<file path="src/design/lbp_pkg.sv">
// ----------------------------------------------------------------------------
// lbp_pkg
// Shared types, constants and window helpers for the 3x3 LBP stream.
// ----------------------------------------------------------------------------
`default_nettype none

package lbp_pkg;

   localparam int PIX_W           = 8;
   localparam int POS_W           = 10;
   localparam int CFG_W           = 11;
   localparam int CSR_INDEX_W     = 2;
   localparam int RST_IMAGE_WIDTH  = 640;
   localparam int RST_IMAGE_HEIGHT = 480;

   localparam logic [CSR_INDEX_W-1:0] CSR_IMAGE_WIDTH  = 2'd0;
   localparam logic [CSR_INDEX_W-1:0] CSR_IMAGE_HEIGHT = 2'd1;

   localparam logic KIND_PIXEL = 1'b0;
   localparam logic KIND_FLUSH = 1'b1;

   // queue between front and back
   localparam int QUEUE_DEPTH = 4;
   localparam int QUEUE_PTR_W = 2;
   localparam int QUEUE_LVL_W = 3;

   // result queue
   localparam int OUT_DEPTH = 2;
   localparam int OUT_PTR_W = 1;
   localparam int OUT_LVL_W = 2;

   typedef struct packed {
      logic             kind;
      logic [PIX_W-1:0] pixel;
   } req_type;

   typedef struct packed {
      logic [PIX_W-1:0] code;
      logic [POS_W-1:0] out_row;
      logic [POS_W-1:0] out_col;
      logic             last_of_run;
      logic             frame_done;
   } rsp_type;

   // one classified item for the back end
   typedef struct packed {
      logic [PIX_W-1:0] top;
      logic [PIX_W-1:0] mid;
      logic [PIX_W-1:0] bot;
      logic             clr;     // first column: window starts from zero
      logic             e1;      // emit centre one column back
      logic             e2;      // end of row: emit the last column too
      logic             done;    // end of frame
      logic [POS_W-1:0] out_row;
      logic [POS_W-1:0] col;
   } task_type;

   // [row][column], column 2 is the newest
   typedef logic [2:0][2:0][PIX_W-1:0] win_type;

   function automatic win_type win_shift(input win_type w, input logic [PIX_W-1:0] top,
                                         input logic [PIX_W-1:0] mid,
                                         input logic [PIX_W-1:0] bot);
      win_type r;
      for (int i = 0; i < 3; i++) begin
         r[i][0] = w[i][1];
         r[i][1] = w[i][2];
      end
      r[0][2] = top;
      r[1][2] = mid;
      r[2][2] = bot;
      return r;
   endfunction

   function automatic logic [PIX_W-1:0] lbp_code(input win_type w);
      logic [PIX_W-1:0] c;
      logic [PIX_W-1:0] v;
      c    = w[1][1];
      v[7] = w[0][0] > c;
      v[6] = w[0][1] > c;
      v[5] = w[0][2] > c;
      v[4] = w[1][2] > c;
      v[3] = w[2][2] > c;
      v[2] = w[2][1] > c;
      v[1] = w[2][0] > c;
      v[0] = w[1][0] > c;
      return v;
   endfunction

endpackage

`default_nettype wire

</file>
<file path="src/design/lbp_queue.sv">
// ----------------------------------------------------------------------------
// lbp_queue
// Short queue of classified items between the front and the back end.
// ----------------------------------------------------------------------------
`default_nettype none

module lbp_queue (
   input  wire                                  clock,
   input  wire                                  reset,
   input  wire                                  q_push,
   input  lbp_pkg::task_type                    q_data,
   input  wire                                  q_pop,
   output logic                                 q_empty,
   output lbp_pkg::task_type                    q_head,
   output logic [lbp_pkg::QUEUE_LVL_W-1:0]      q_level
);

   lbp_pkg::task_type                 q_mem [lbp_pkg::QUEUE_DEPTH];
   logic [lbp_pkg::QUEUE_PTR_W-1:0]   wr_ptr_ff;
   logic [lbp_pkg::QUEUE_PTR_W-1:0]   rd_ptr_ff;
   logic [lbp_pkg::QUEUE_LVL_W-1:0]   count_ff, count_in;

   assign q_empty = count_ff == '0;
   assign q_head  = q_mem[rd_ptr_ff];
   assign q_level = count_ff;

   always_comb begin
      count_in = count_ff;
      if (q_push && !q_pop) count_in = count_ff + lbp_pkg::QUEUE_LVL_W'(1);
      else if (!q_push && q_pop) count_in = count_ff - lbp_pkg::QUEUE_LVL_W'(1);
   end

   always_ff @(posedge clock) begin
      if (reset) begin
         wr_ptr_ff <= '0;
         rd_ptr_ff <= '0;
         count_ff  <= '0;
      end else begin
         count_ff <= count_in;
         if (q_push) wr_ptr_ff <= wr_ptr_ff + lbp_pkg::QUEUE_PTR_W'(1);
         if (q_pop)  rd_ptr_ff <= rd_ptr_ff + lbp_pkg::QUEUE_PTR_W'(1);
      end
   end

   always_ff @(posedge clock) begin
      if (q_push) begin
         q_mem[wr_ptr_ff] <= q_data;
      end
   end

endmodule

`default_nettype wire

</file>
<file path="config.mk">
export PLATFORM = sky130hd
export DESIGN_NAME = lbp_queue
export DESIGN_NICKNAME = d
export VERILOG_FILES = /design/src/design/lbp_pkg.sv /design/src/design/lbp_queue.sv
export SDC_FILE = /design/constraint.sdc
export NUM_CORES = 1
export LEC_CHECK = 0
export ABC_AREA = 1
export BUFFER_PORTS_ARGS = -buffer_cell sky130_fd_sc_hd__buf_2
export CORE_MARGIN = 3
export CORE_UTILIZATION = 51
export DETAILED_ROUTE_END_ITERATION = 8
export GPL_TIMING_DRIVEN = 0
export HOLD_SLACK_MARGIN = 0.02
export PLACE_DENSITY = 0.76
export REMOVE_ABC_BUFFERS = 1
export SLEW_MARGIN = 20
export SYNTH_ARGS = -nofsm -noshare
export SYNTH_HDL_FRONTEND = slang
export SYNTH_SLANG_ARGS = --single-unit
</file>
<file path="constraint.sdc">
create_clock -name clock -period 1.9 [get_ports clock]
set_input_delay 0.19 -clock clock [delete_from_list [all_inputs] [get_ports clock]]
set_output_delay 0.19 -clock clock [all_outputs]
set_load 0.005 [all_outputs]
</file>
==> metrics.cfg <==
[clock_tree]
cts-root-buf=clkbuf_16
htree_levels=1
clk-insertion-delay-late_ps=480
clkTransAtPathRegs_ps=50
cts_tree=built
numCtsBuffers=21
clockBufferDepth=3
clkSinkCount=201

[setup_path]
crit_type=flop to output port
cp-start-kind=flop
endpoint_kind=output port
required_ps=1710
path_max_fanout=24
arrival_ps=1670

[synth]
synth.most_common_cell=edfxtp_1
synthAdderAreaFrac_pct=1.084
synth_top_family_by_area=compound AO/OA/AOI/OAI gates
synthCells=522
ys_top_cells_by_count=192 x edfxtp_1, 92 x nor2_1, 92 x o21ai_0
synth_compound_area_share_pct=10.78
yosys-top-cells-area=edfxtp_1 76%, o21ai_0 6.0%, nor2_1 4.5%
yosys.area_share.xor_xnor_pct=0.1150
ys_warn_count=0
yosys.cell_types.count=25
async_reset_ff_share_pct=0
synth-simple-area-share_pct=6.012
synth_enable_flop_cells=192
netlist_area_um2=7617
synth.avg_cell_area_um2=14.59
synth-main-ff-cell=edfxtp_1
netlist.area_leader.share_pct=75.69
seq_area_frac_synth_pct=78.06
synthMuxAreaShare_pct=0
synth_top_cell_by_area=edfxtp_1
ys_ff_latch=201

[timing]
post-route-period-util_pct=97.78
setup_viol=0
fin_crit_ps=1858
final-hold-violation-count=0
setup_tns_ps=0
relSlewSlack_pct=51.30
finalWorstSetupSlack_ps=42.17
rsz0062_at_grt=yes
tightestPinTransition_ps=730.6
fmax_mhz=538.3
slew_violations=0
finalClockSkew_ps=4.022

[floorplanning]
design.die.area_um2=16440
die_h_um=128.2
ios=104
initial_utilization_pct=52.21
rows=44
dieWidth_um=128.2
core_um2=14590

[cells_and_area]
drive_gt1_share_pct=24.14
layout.nets=741
antennaDiodeCount=0
finalCoreUtilization_pct=65.93
final_area_um2=9618
area_growth_pct=26.26

[pwr]
p_per_area_nw_per_um2=1041
power.total_mw=10.01
peakVddDrop_mv=0.7465
power_leakage_nw=3.473
switching_share_pct=22.34
p_comb_share_pct=10.3
clockPowerShare_pct=38.6
p_int_mw=7.778
seqPwrFrac_pct=51.2
power.switching_mw=2.237

[global_route]
grtUsageTotal_pct=19.76
grt_pass1_vias=4917
antenna_found_initial=0
grt_max_degree=49
overflow=0
grt_pass1_wl_um=25320

[placed_design]
place_area_um2=8193
routabilityCongestion=0.6974
hpwl_um=7698
io_buffer_count=103
place_ws_ps=-162.4

[flow_run]
drv_cap=0

[drt]
drtIter0Drc=370
drt_pre_antenna_iters=4
vias=4885
vias_per_cell=5.551
remaining_drc_errors=0
wl_um=17250
ant_nets=0
routedWlPerCell_um=19.60

[worst_hold_path]
hold_path.class=input pin to flop

[run_status]
status=finished, final reports clean

-- path summary, 6_finish.rpt --
path | startpoint | to | slack (ps) | cells past startpoint
hold reg to reg | rd_ptr_ff[1]$_SDFFE_PP0P_ | flop | 450 | 1
setup reg to reg | wr_ptr_ff[0]$_SDFFE_PP0P_ | q_mem[0][27]$_DFFE_PP_ | 280 | 4
hold / removal | q_pop | flop | 60 | 3
setup / recovery | flop | q_head[5] | 40 | 5
-- flip-flops by register name, summed over array words and instances (netlist names), named ones only --
name,cells
wr_ptr_ff,2
q_mem,192
rd_ptr_ff,2
q_level,3
-- critical path: stages (launching register included) --
cell and delay (ps):
dfxtp_4 410, buf_16 210, clkinv_16 120, o21ai_0 180, o22ai_1 100, buf_2 140
-- area by class of cell --
class | instances | area, µm²
inverter | 17 | 107.6
clock buffer | 24 | 536.8
sequential | 201 | 5953
clock inverter | 12 | 111.4
timing repair buffer | 166 | 1251
tap | 184 | 230.2
multi-input combinational | 273 | 1370
timing repair inverter | 3 | 57.56
fill | 990 | 4971
-- power groups by stage --
stage | Clock [mW] | Combinational [mW] | Sequential, mW
6_report | 3.86 | 1.03 | 5.12
5_1_grt | 4.13 | 1.13 | 5.14
4_1_cts | 3.93 | 0.959 | 5.13
3_5_place_dp | 0 | 0.789 | 5.24
3_3_place_gp | 0 | 0.710 | 5.27
2_1_floorplan | 0 | 0.372 | 5.24
-- stage by stage --
stage,instances,hold WS (ps)
2_1_floorplan,491,262.4
3_3_place_gp,778,361.8
3_5_place_dp,780,373.7
4_1_cts,872,49.70
5_1_grt,880,71.37
6_report,880,61.92
-- cell families (layout without fill, tap and decap cells) --
logic type      count (synthesis)  after routing
flops                         201            201
compound gates                152            152
simple gates                  114            114
buf+inv                        48            222
fa+ha+maj                       6              6
xor+xnor                        1              1
-- per-layer routing --
metal | vias up | GRT usage (%) | wire length, µm
met5 | - | 0 | 0
met4 | 0 | 4.744 | 218
li1 | 2265 | - | -
met1 | 2431 | 25.88 | 7302
met3 | 29 | 4.125 | 1094
met2 | 160 | 34.02 | 8633
-- layout by cell type, fill, tap and decap left out --
master         Yosys  routed
nand3_1            1       1
bufbuf_16          0       1
o21ai_0           92      64
clkinv_1           0       3
clkbuf_16          0      23
fa_1               1       1
edfxtp_1         192     192
inv_8              0       2
buf_2              8     103
buf_8              0       1
bufinv_16          0       2
a21oi_1            3       3
nand2_1            9       9
xor2_1             1       1
clkinv_2           0       5
nor3_1             1       1
inv_4              0       4
nand4_1            1       1
nor2_1            92      92
clkbuf_1           4       3
clkinvlp_4         0       2
inv_1             15      11
dfxtp_4            0       2
ha_1               5       5
nor2_2            10      10
buf_12             2       1
dfxtp_1            9       7
buf_16             0       3
o21ai_1            9      37
dlygate4sd3_1      0      49
buf_4              3       6
inv_12             0       1
o22ai_1           48      48
clkinv_16          0       2
-- what timing repair did --
| action | 4_1_cts | 5_1_grt |
|---|---|---|
| hold buffers | 49 | 0 |
| pin swaps | 0 | 3 |
| buffers inserted | 5 | 4 |
| setup endpoints to repair | 48 | 41 |
| resized for setup | 11 | 34 |
| endpoints found under the hold margin | 193 | 0 |
| cloned | 2 | 4 |
(Power assumes the default switching activity.)
