[config.mk]
export PLATFORM = sky130hd
export DESIGN_NAME = lbp_back
export DESIGN_NICKNAME = d
export VERILOG_FILES = /design/src/design/lbp_pkg.sv /design/src/design/lbp_back.sv
export SDC_FILE = /design/constraint.sdc
export NUM_CORES = 1
export LEC_CHECK = 0
export ABC_AREA = 1
export BUFFER_PORTS_ARGS = -buffer_cell sky130_fd_sc_hd__buf_2
export CORE_ASPECT_RATIO = 0.5
export CORE_MARGIN = 10
export CORE_UTILIZATION = 50
export CTS_CLUSTER_SIZE = 40
export DETAILED_ROUTE_END_ITERATION = 8
export GPL_TIMING_DRIVEN = 1
export PLACE_DENSITY = 0.72
export SLEW_MARGIN = 20
export SYNTH_ARGS = -nofsm -noshare
export SYNTH_HDL_FRONTEND = slang
export SYNTH_SLANG_ARGS = --single-unit
[constraint.sdc]
create_clock -name clock -period 3.9 [get_ports clock]
set_clock_uncertainty 0.05 [all_clocks]
set_input_delay 0.585 -clock clock [delete_from_list [all_inputs] [get_ports clock]]
set_output_delay 0.585 -clock clock [all_outputs]
set_load 0.05 [all_outputs]
[src/design/lbp_pkg.sv]
// ----------------------------------------------------------------------------
// lbp_pkg
// Shared types, constants and window helpers for the 3x3 LBP stream.
// ----------------------------------------------------------------------------
`default_nettype none

package lbp_pkg;

   localparam int PIX_W           = 8;
   localparam int POS_W           = 10;
   localparam int CFG_W           = 11;
   localparam int CSR_INDEX_W     = 2;
   localparam int RST_IMAGE_WIDTH  = 640;
   localparam int RST_IMAGE_HEIGHT = 480;

   localparam logic [CSR_INDEX_W-1:0] CSR_IMAGE_WIDTH  = 2'd0;
   localparam logic [CSR_INDEX_W-1:0] CSR_IMAGE_HEIGHT = 2'd1;

   localparam logic KIND_PIXEL = 1'b0;
   localparam logic KIND_FLUSH = 1'b1;

   // queue between front and back
   localparam int QUEUE_DEPTH = 4;
   localparam int QUEUE_PTR_W = 2;
   localparam int QUEUE_LVL_W = 3;

   // result queue
   localparam int OUT_DEPTH = 2;
   localparam int OUT_PTR_W = 1;
   localparam int OUT_LVL_W = 2;

   typedef struct packed {
      logic             kind;
      logic [PIX_W-1:0] pixel;
   } req_type;

   typedef struct packed {
      logic [PIX_W-1:0] code;
      logic [POS_W-1:0] out_row;
      logic [POS_W-1:0] out_col;
      logic             last_of_run;
      logic             frame_done;
   } rsp_type;

   // one classified item for the back end
   typedef struct packed {
      logic [PIX_W-1:0] top;
      logic [PIX_W-1:0] mid;
      logic [PIX_W-1:0] bot;
      logic             clr;     // first column: window starts from zero
      logic             e1;      // emit centre one column back
      logic             e2;      // end of row: emit the last column too
      logic             done;    // end of frame
      logic [POS_W-1:0] out_row;
      logic [POS_W-1:0] col;
   } task_type;

   // [row][column], column 2 is the newest
   typedef logic [2:0][2:0][PIX_W-1:0] win_type;

   function automatic win_type win_shift(input win_type w, input logic [PIX_W-1:0] top,
                                         input logic [PIX_W-1:0] mid,
                                         input logic [PIX_W-1:0] bot);
      win_type r;
      for (int i = 0; i < 3; i++) begin
         r[i][0] = w[i][1];
         r[i][1] = w[i][2];
      end
      r[0][2] = top;
      r[1][2] = mid;
      r[2][2] = bot;
      return r;
   endfunction

   function automatic logic [PIX_W-1:0] lbp_code(input win_type w);
      logic [PIX_W-1:0] c;
      logic [PIX_W-1:0] v;
      c    = w[1][1];
      v[7] = w[0][0] > c;
      v[6] = w[0][1] > c;
      v[5] = w[0][2] > c;
      v[4] = w[1][2] > c;
      v[3] = w[2][2] > c;
      v[2] = w[2][1] > c;
      v[1] = w[2][0] > c;
      v[0] = w[1][0] > c;
      return v;
   endfunction

endpackage

`default_nettype wire

[src/design/lbp_back.sv]
// ----------------------------------------------------------------------------
// lbp_back
// Holds the 3x3 window, forms the codes and queues the result items.
// ----------------------------------------------------------------------------
`default_nettype none

module lbp_back (
   input  wire                                  clock,
   input  wire                                  reset,
   input  wire                                  q_empty,
   input  lbp_pkg::task_type                    q_head,
   output logic                                 q_pop,
   output logic                                 rsp_empty,
   input  wire                                  rsp_pop,
   output lbp_pkg::rsp_type                     rsp_data
);

   localparam int POS_W = lbp_pkg::POS_W;

   lbp_pkg::win_type win_ff, win_in;
   lbp_pkg::win_type win_a, win_b, win_sel;
   logic             phase_ff, phase_in;
   logic [POS_W-1:0] p_row_ff;
   logic [POS_W-1:0] p_col_ff;
   logic             p_done_ff;

   lbp_pkg::rsp_type                o_mem [lbp_pkg::OUT_DEPTH];
   logic [lbp_pkg::OUT_PTR_W-1:0]   o_wr_ff;
   logic [lbp_pkg::OUT_PTR_W-1:0]   o_rd_ff;
   logic [lbp_pkg::OUT_LVL_W-1:0]   o_cnt_ff, o_cnt_in;

   logic             out_room;
   logic             go_a;
   logic             go_b;
   logic             o_push;
   logic             o_pop;
   lbp_pkg::rsp_type res;

   assign out_room = o_cnt_ff != lbp_pkg::OUT_LVL_W'(lbp_pkg::OUT_DEPTH);
   assign go_a     = ~phase_ff & ~q_empty & out_room;
   assign go_b     = phase_ff & out_room;
   assign q_pop    = go_a;

   assign win_a   = lbp_pkg::win_shift(q_head.clr ? '0 : win_ff,
                                       q_head.top, q_head.mid, q_head.bot);
   assign win_b   = lbp_pkg::win_shift(win_ff, '0, '0, '0);
   assign win_sel = phase_ff ? win_b : win_a;

   always_comb begin
      res.code        = lbp_pkg::lbp_code(win_sel);
      res.out_row     = phase_ff ? p_row_ff : q_head.out_row;
      res.out_col     = phase_ff ? p_col_ff : q_head.col - POS_W'(1);
      res.last_of_run = phase_ff | ~q_head.e2;
      res.frame_done  = phase_ff & p_done_ff;
   end

   assign o_push = go_b | (go_a & q_head.e1);

   always_comb begin
      win_in   = win_ff;
      phase_in = phase_ff;
      if (go_a) begin
         win_in   = win_a;
         phase_in = q_head.e2;
      end else if (go_b) begin
         win_in   = p_done_ff ? '0 : win_b;
         phase_in = 1'b0;
      end
   end

   always_ff @(posedge clock) begin
      if (reset) begin
         win_ff   <= '0;
         phase_ff <= 1'b0;
      end else begin
         win_ff   <= win_in;
         phase_ff <= phase_in;
      end
   end

   always_ff @(posedge clock) begin
      if (go_a) begin
         p_row_ff  <= q_head.out_row;
         p_col_ff  <= q_head.col;
         p_done_ff <= q_head.done;
      end
   end

   // result queue
   assign rsp_empty = o_cnt_ff == '0;
   assign rsp_data  = o_mem[o_rd_ff];
   assign o_pop     = rsp_pop & ~rsp_empty;

   always_comb begin
      o_cnt_in = o_cnt_ff;
      if (o_push && !o_pop) o_cnt_in = o_cnt_ff + lbp_pkg::OUT_LVL_W'(1);
      else if (!o_push && o_pop) o_cnt_in = o_cnt_ff - lbp_pkg::OUT_LVL_W'(1);
   end

   always_ff @(posedge clock) begin
      if (reset) begin
         o_wr_ff  <= '0;
         o_rd_ff  <= '0;
         o_cnt_ff <= '0;
      end else begin
         o_cnt_ff <= o_cnt_in;
         if (o_push) o_wr_ff <= o_wr_ff + lbp_pkg::OUT_PTR_W'(1);
         if (o_pop)  o_rd_ff <= o_rd_ff + lbp_pkg::OUT_PTR_W'(1);
      end
   end

   always_ff @(posedge clock) begin
      if (o_push) begin
         o_mem[o_wr_ff] <= res;
      end
   end

   a_pop_nonempty: assert property (@(posedge clock) disable iff (reset)
      q_pop |-> !q_empty)
      else $error("back end took an item from an empty queue");

   a_push_room: assert property (@(posedge clock) disable iff (reset)
      o_push |-> o_cnt_ff != lbp_pkg::OUT_LVL_W'(lbp_pkg::OUT_DEPTH))
      else $error("result queue overrun");

   a_row_end_phase: assert property (@(posedge clock) disable iff (reset)
      go_a && q_head.e2 |=> phase_ff)
      else $error("row end item did not enter second phase");

   a_frame_clear: assert property (@(posedge clock) disable iff (reset)
      go_b && p_done_ff |=> win_ff == '0)
      else $error("window not cleared after frame end");

endmodule

`default_nettype wire

==> results.sh <==
export IMPL_num_nets_final=1043
export IMPL_cts_setup_buffers=0
export IMPL_drive_above_1_share_pct=17.0
export IMPL_finalSetupViolations=0
export IMPL_intPower_mw=3.30
export IMPL_clockBufferDepth=2
export IMPL_crit_path_top_delay_cell="inv_2"
export IMPL_dp_hpwl_mm=12.8
export IMPL_hold_class="in2reg"
export IMPL_period_needed_ns=2.87
export IMPL_cp_required_ns=4.01
export IMPL_start_kind="register"
export IMPL_status="completed"
export IMPL_drv_cap=0
export IMPL_fin_tns_setup_ns=0
export IMPL_dieArea_mm2=0.0199
export IMPL_area_growth_pct=16.5
export IMPL_powerDensity_mw_per_mm2=644
export IMPL_synth_flop_cell="edfxtp_1"
export IMPL_hold_violations=0
export IMPL_seqPwrFrac_pct=36.6
export IMPL_yosysMostFrequentCell="nand2_1"
export IMPL_h_tree_depth=4
export IMPL_max_stage_delay_ns=0.48
export IMPL_num_io_pins=84
export IMPL_critPathArrivalTime_ns=2.98
export IMPL_final_max_slew_viol_count=0
export IMPL_num_antenna_cells=0
export IMPL_drc_errors=0
export IMPL_timing_final_crit_share_pct=73.5
export IMPL_grt_overflow=0
export IMPL_swShare_pct=38.7
export IMPL_drtIter0Drc=509
export IMPL_path_class="reg2reg"
export IMPL_wl_mm=17.9
export IMPL_crit_path_end_kind="register"
export IMPL_ys_types=30
export IMPL_clockPowerShare_pct=29.4
export IMPL_syn_nets=964
export IMPL_grt_max_degree=49
export IMPL_first_global_vias=5884
export IMPL_switchingPower_mw=2.09
export IMPL_p_leak_nw=3.66
export IMPL_die_y_um=105
export IMPL_synth_seq_area_share_pct=48.8
export IMPL_ys_warn_count=0
export IMPL_final_cells=1162
export IMPL_clock_root_buffer="clkbuf_16"
export IMPL_viasPerCell=5.24
export IMPL_port_buffers=83
export IMPL_power_total_mw=5.39
export IMPL_wl_per_cell_um=15.4
export IMPL_antenna_found_initial=0
export IMPL_synth_top_area_share_pct=33.8
export IMPL_worstPathMaxFanout=33
export IMPL_rsz0062_at_grt="false"
export IMPL_cts_sinks=135
export IMPL_worstSkewPairLatency_ns=0.42
export IMPL_synth_avg_cell_area_um2=8.19
export IMPL_vias=6085
export IMPL_core_area_mm2=0.0138
export IMPL_die_w_um=190
export IMPL_grt_total_usage_pct=18.0
export IMPL_cts_tree="yes"
export IMPL_worstMarginPinSlew_ns=1.01
export IMPL_power_frac_comb_pct=34.1
export IMPL_synth_area_mm2=0.00719
export IMPL_yosys_top_cells_count="nand2_1, inv_1, nor2_1, edfxtp_1, a21oi_1"
export IMPL_place_inst=1130
export IMPL_drtAntennaViolNets=0
export IMPL_start_util_pct=52.1
export IMPL_crit_chain="buf_4 -> inv_2 -> nand2_2 -> nand2_1 -> ha_1 -> nand2_1 -> inv_1 -> nand3_1 -> a21oi_1 -> nor2b_1 -> a21oi_1"
export IMPL_ys_top_cells_by_area="edfxtp_1, dfxtp_1, nand2_1"
export IMPL_clk_pin_slew_worst_paths_ns=0.06
export IMPL_cts_buffers=17
export IMPL_fmax_mhz=349
export IMPL_synth_edf_count=81
export IMPL_ctsResizeCount=0
export IMPL_syn_inst=878
export IMPL_holdBufCountCts=0
export IMPL_synth_seq_cells=135
export IMPL_synthArstFlopShare_pct=0
export IMPL_vdd_drop_max_mv=0.349
export IMPL_yosys_area_top_type="edfxtp_1"
export IMPL_grt_pass1_wl_mm=29.3
export IMPL_max_slew_margin_rel_pct=32.8
export IMPL_globalplace_congestion=0.883
export IMPL_dr_pass1_iters=5
export IMPL_num_rows=30
==> through the flow <==
stage	util, %	setup WS (ns)	hold slack [ns]	area, um2
2_1_floorplan	-	0.977	0.398	7190
6_report	60.7	1.03	0.295	8380
3_5_place_dp	56.4	0.998	0.420	7790
5_1_grt	60.7	0.802	0.285	8380
3_3_place_gp	56.4	1.03	0.408	7790
4_1_cts	60.7	1.10	0.279	8380
==> cells by family after synthesis <==
group,count (synthesis),synth area share [%]
xor+xnor,2,0.244
compound gates,142,10.7
simple gates,375,21.1
buf+inv,160,8.58
flops,135,48.8
fa+ha+maj,34,5.91
mux,30,4.70
==> power by group through the flow <==
stage | Clock (mW) | Sequential, mW | Combinational [mW]
floorplan | 0 | 1.95 | 1.41
global placement | 0 | 1.99 | 1.79
detailed placement | 0 | 1.99 | 1.83
CTS | 1.61 | 1.97 | 1.84
global route | 1.67 | 2.00 | 2.02
finish | 1.58 | 1.97 | 1.84
==> routing by layer <==
metal,global-route usage [%],vias up,share of wire [%]
met2,30.6,200,48
li1,-,3023,-
met3,4.21,21,6.0
met4,5.29,0,0.88
met5,0,-,0
met1,22.3,2841,45
==> registers in the layout, indices dropped and copies added (netlist names), named ones only <==
name,cells
o_mem,60
o_rd_ff,1
o_wr_ff,1
win_b,48
p_row_ff,10
phase_ff,1
p_done_ff,1
p_col_ff,10
o_cnt_ff,2
==> final cells by class <==
| class | instances | area, um2 |
|---|---|---|
| fillers | 1228 | 5440 |
| flip-flops and latches | 135 | 3510 |
| multi-input cells | 583 | 3070 |
| repair buffers | 93 | 490 |
| inverters | 127 | 477 |
| clock buffers | 17 | 425 |
| well taps | 192 | 240 |
| clock inverters | 15 | 159 |
==> layout by cell type, fill, tap and decap left out <==
master	netlist	routed
bufinv_16	0	1
dfxtp_1	54	54
or2_1	3	3
o21bai_1	10	10
mux2_2	30	30
or2_0	1	1
nand4_1	4	4
xor2_1	2	2
ha_1	34	34
or2_2	2	2
clkinv_4	0	3
clkbuf_16	0	17
o31ai_1	1	1
inv_8	0	5
clkinv_1	1	2
nor2b_1	5	5
inv_1	124	124
inv_2	2	2
o21ai_1	1	1
nor2_4	0	1
edfxtp_1	81	81
nor2_2	2	3
nor2_1	115	113
a31oi_1	6	6
o21ai_0	38	38
buf_2	13	83
nand2_1	195	195
clkinvlp_4	0	1
nand2_2	2	2
a21oi_1	78	78
nand3_1	45	45
o21ai_2	1	1
buf_4	0	10
o21a_1	7	7
nand3b_1	1	1
inv_6	0	4
==> worst max-delay path: cells and delay by family, from the launching register on <==
kind | cells | cell delay [ns]
compound gates | 2 | 0.25
fa+ha+maj | 1 | 0.22
buf+inv | 3 | 0.76
flops | 1 | 0.31
simple gates | 5 | 1.02
==> worst paths after layout <==
check,start,endpoint,slack [ns],cells past startpoint
max,phase_ff,o_mem[0][28],1.03,11
min,q_head[20],p_done_ff,0.29,1
max reg2reg,phase_ff,o_mem[0][28],1.03,11
min reg2reg,o_rd_ff,register,0.43,2
(Power assumes the default switching activity.)
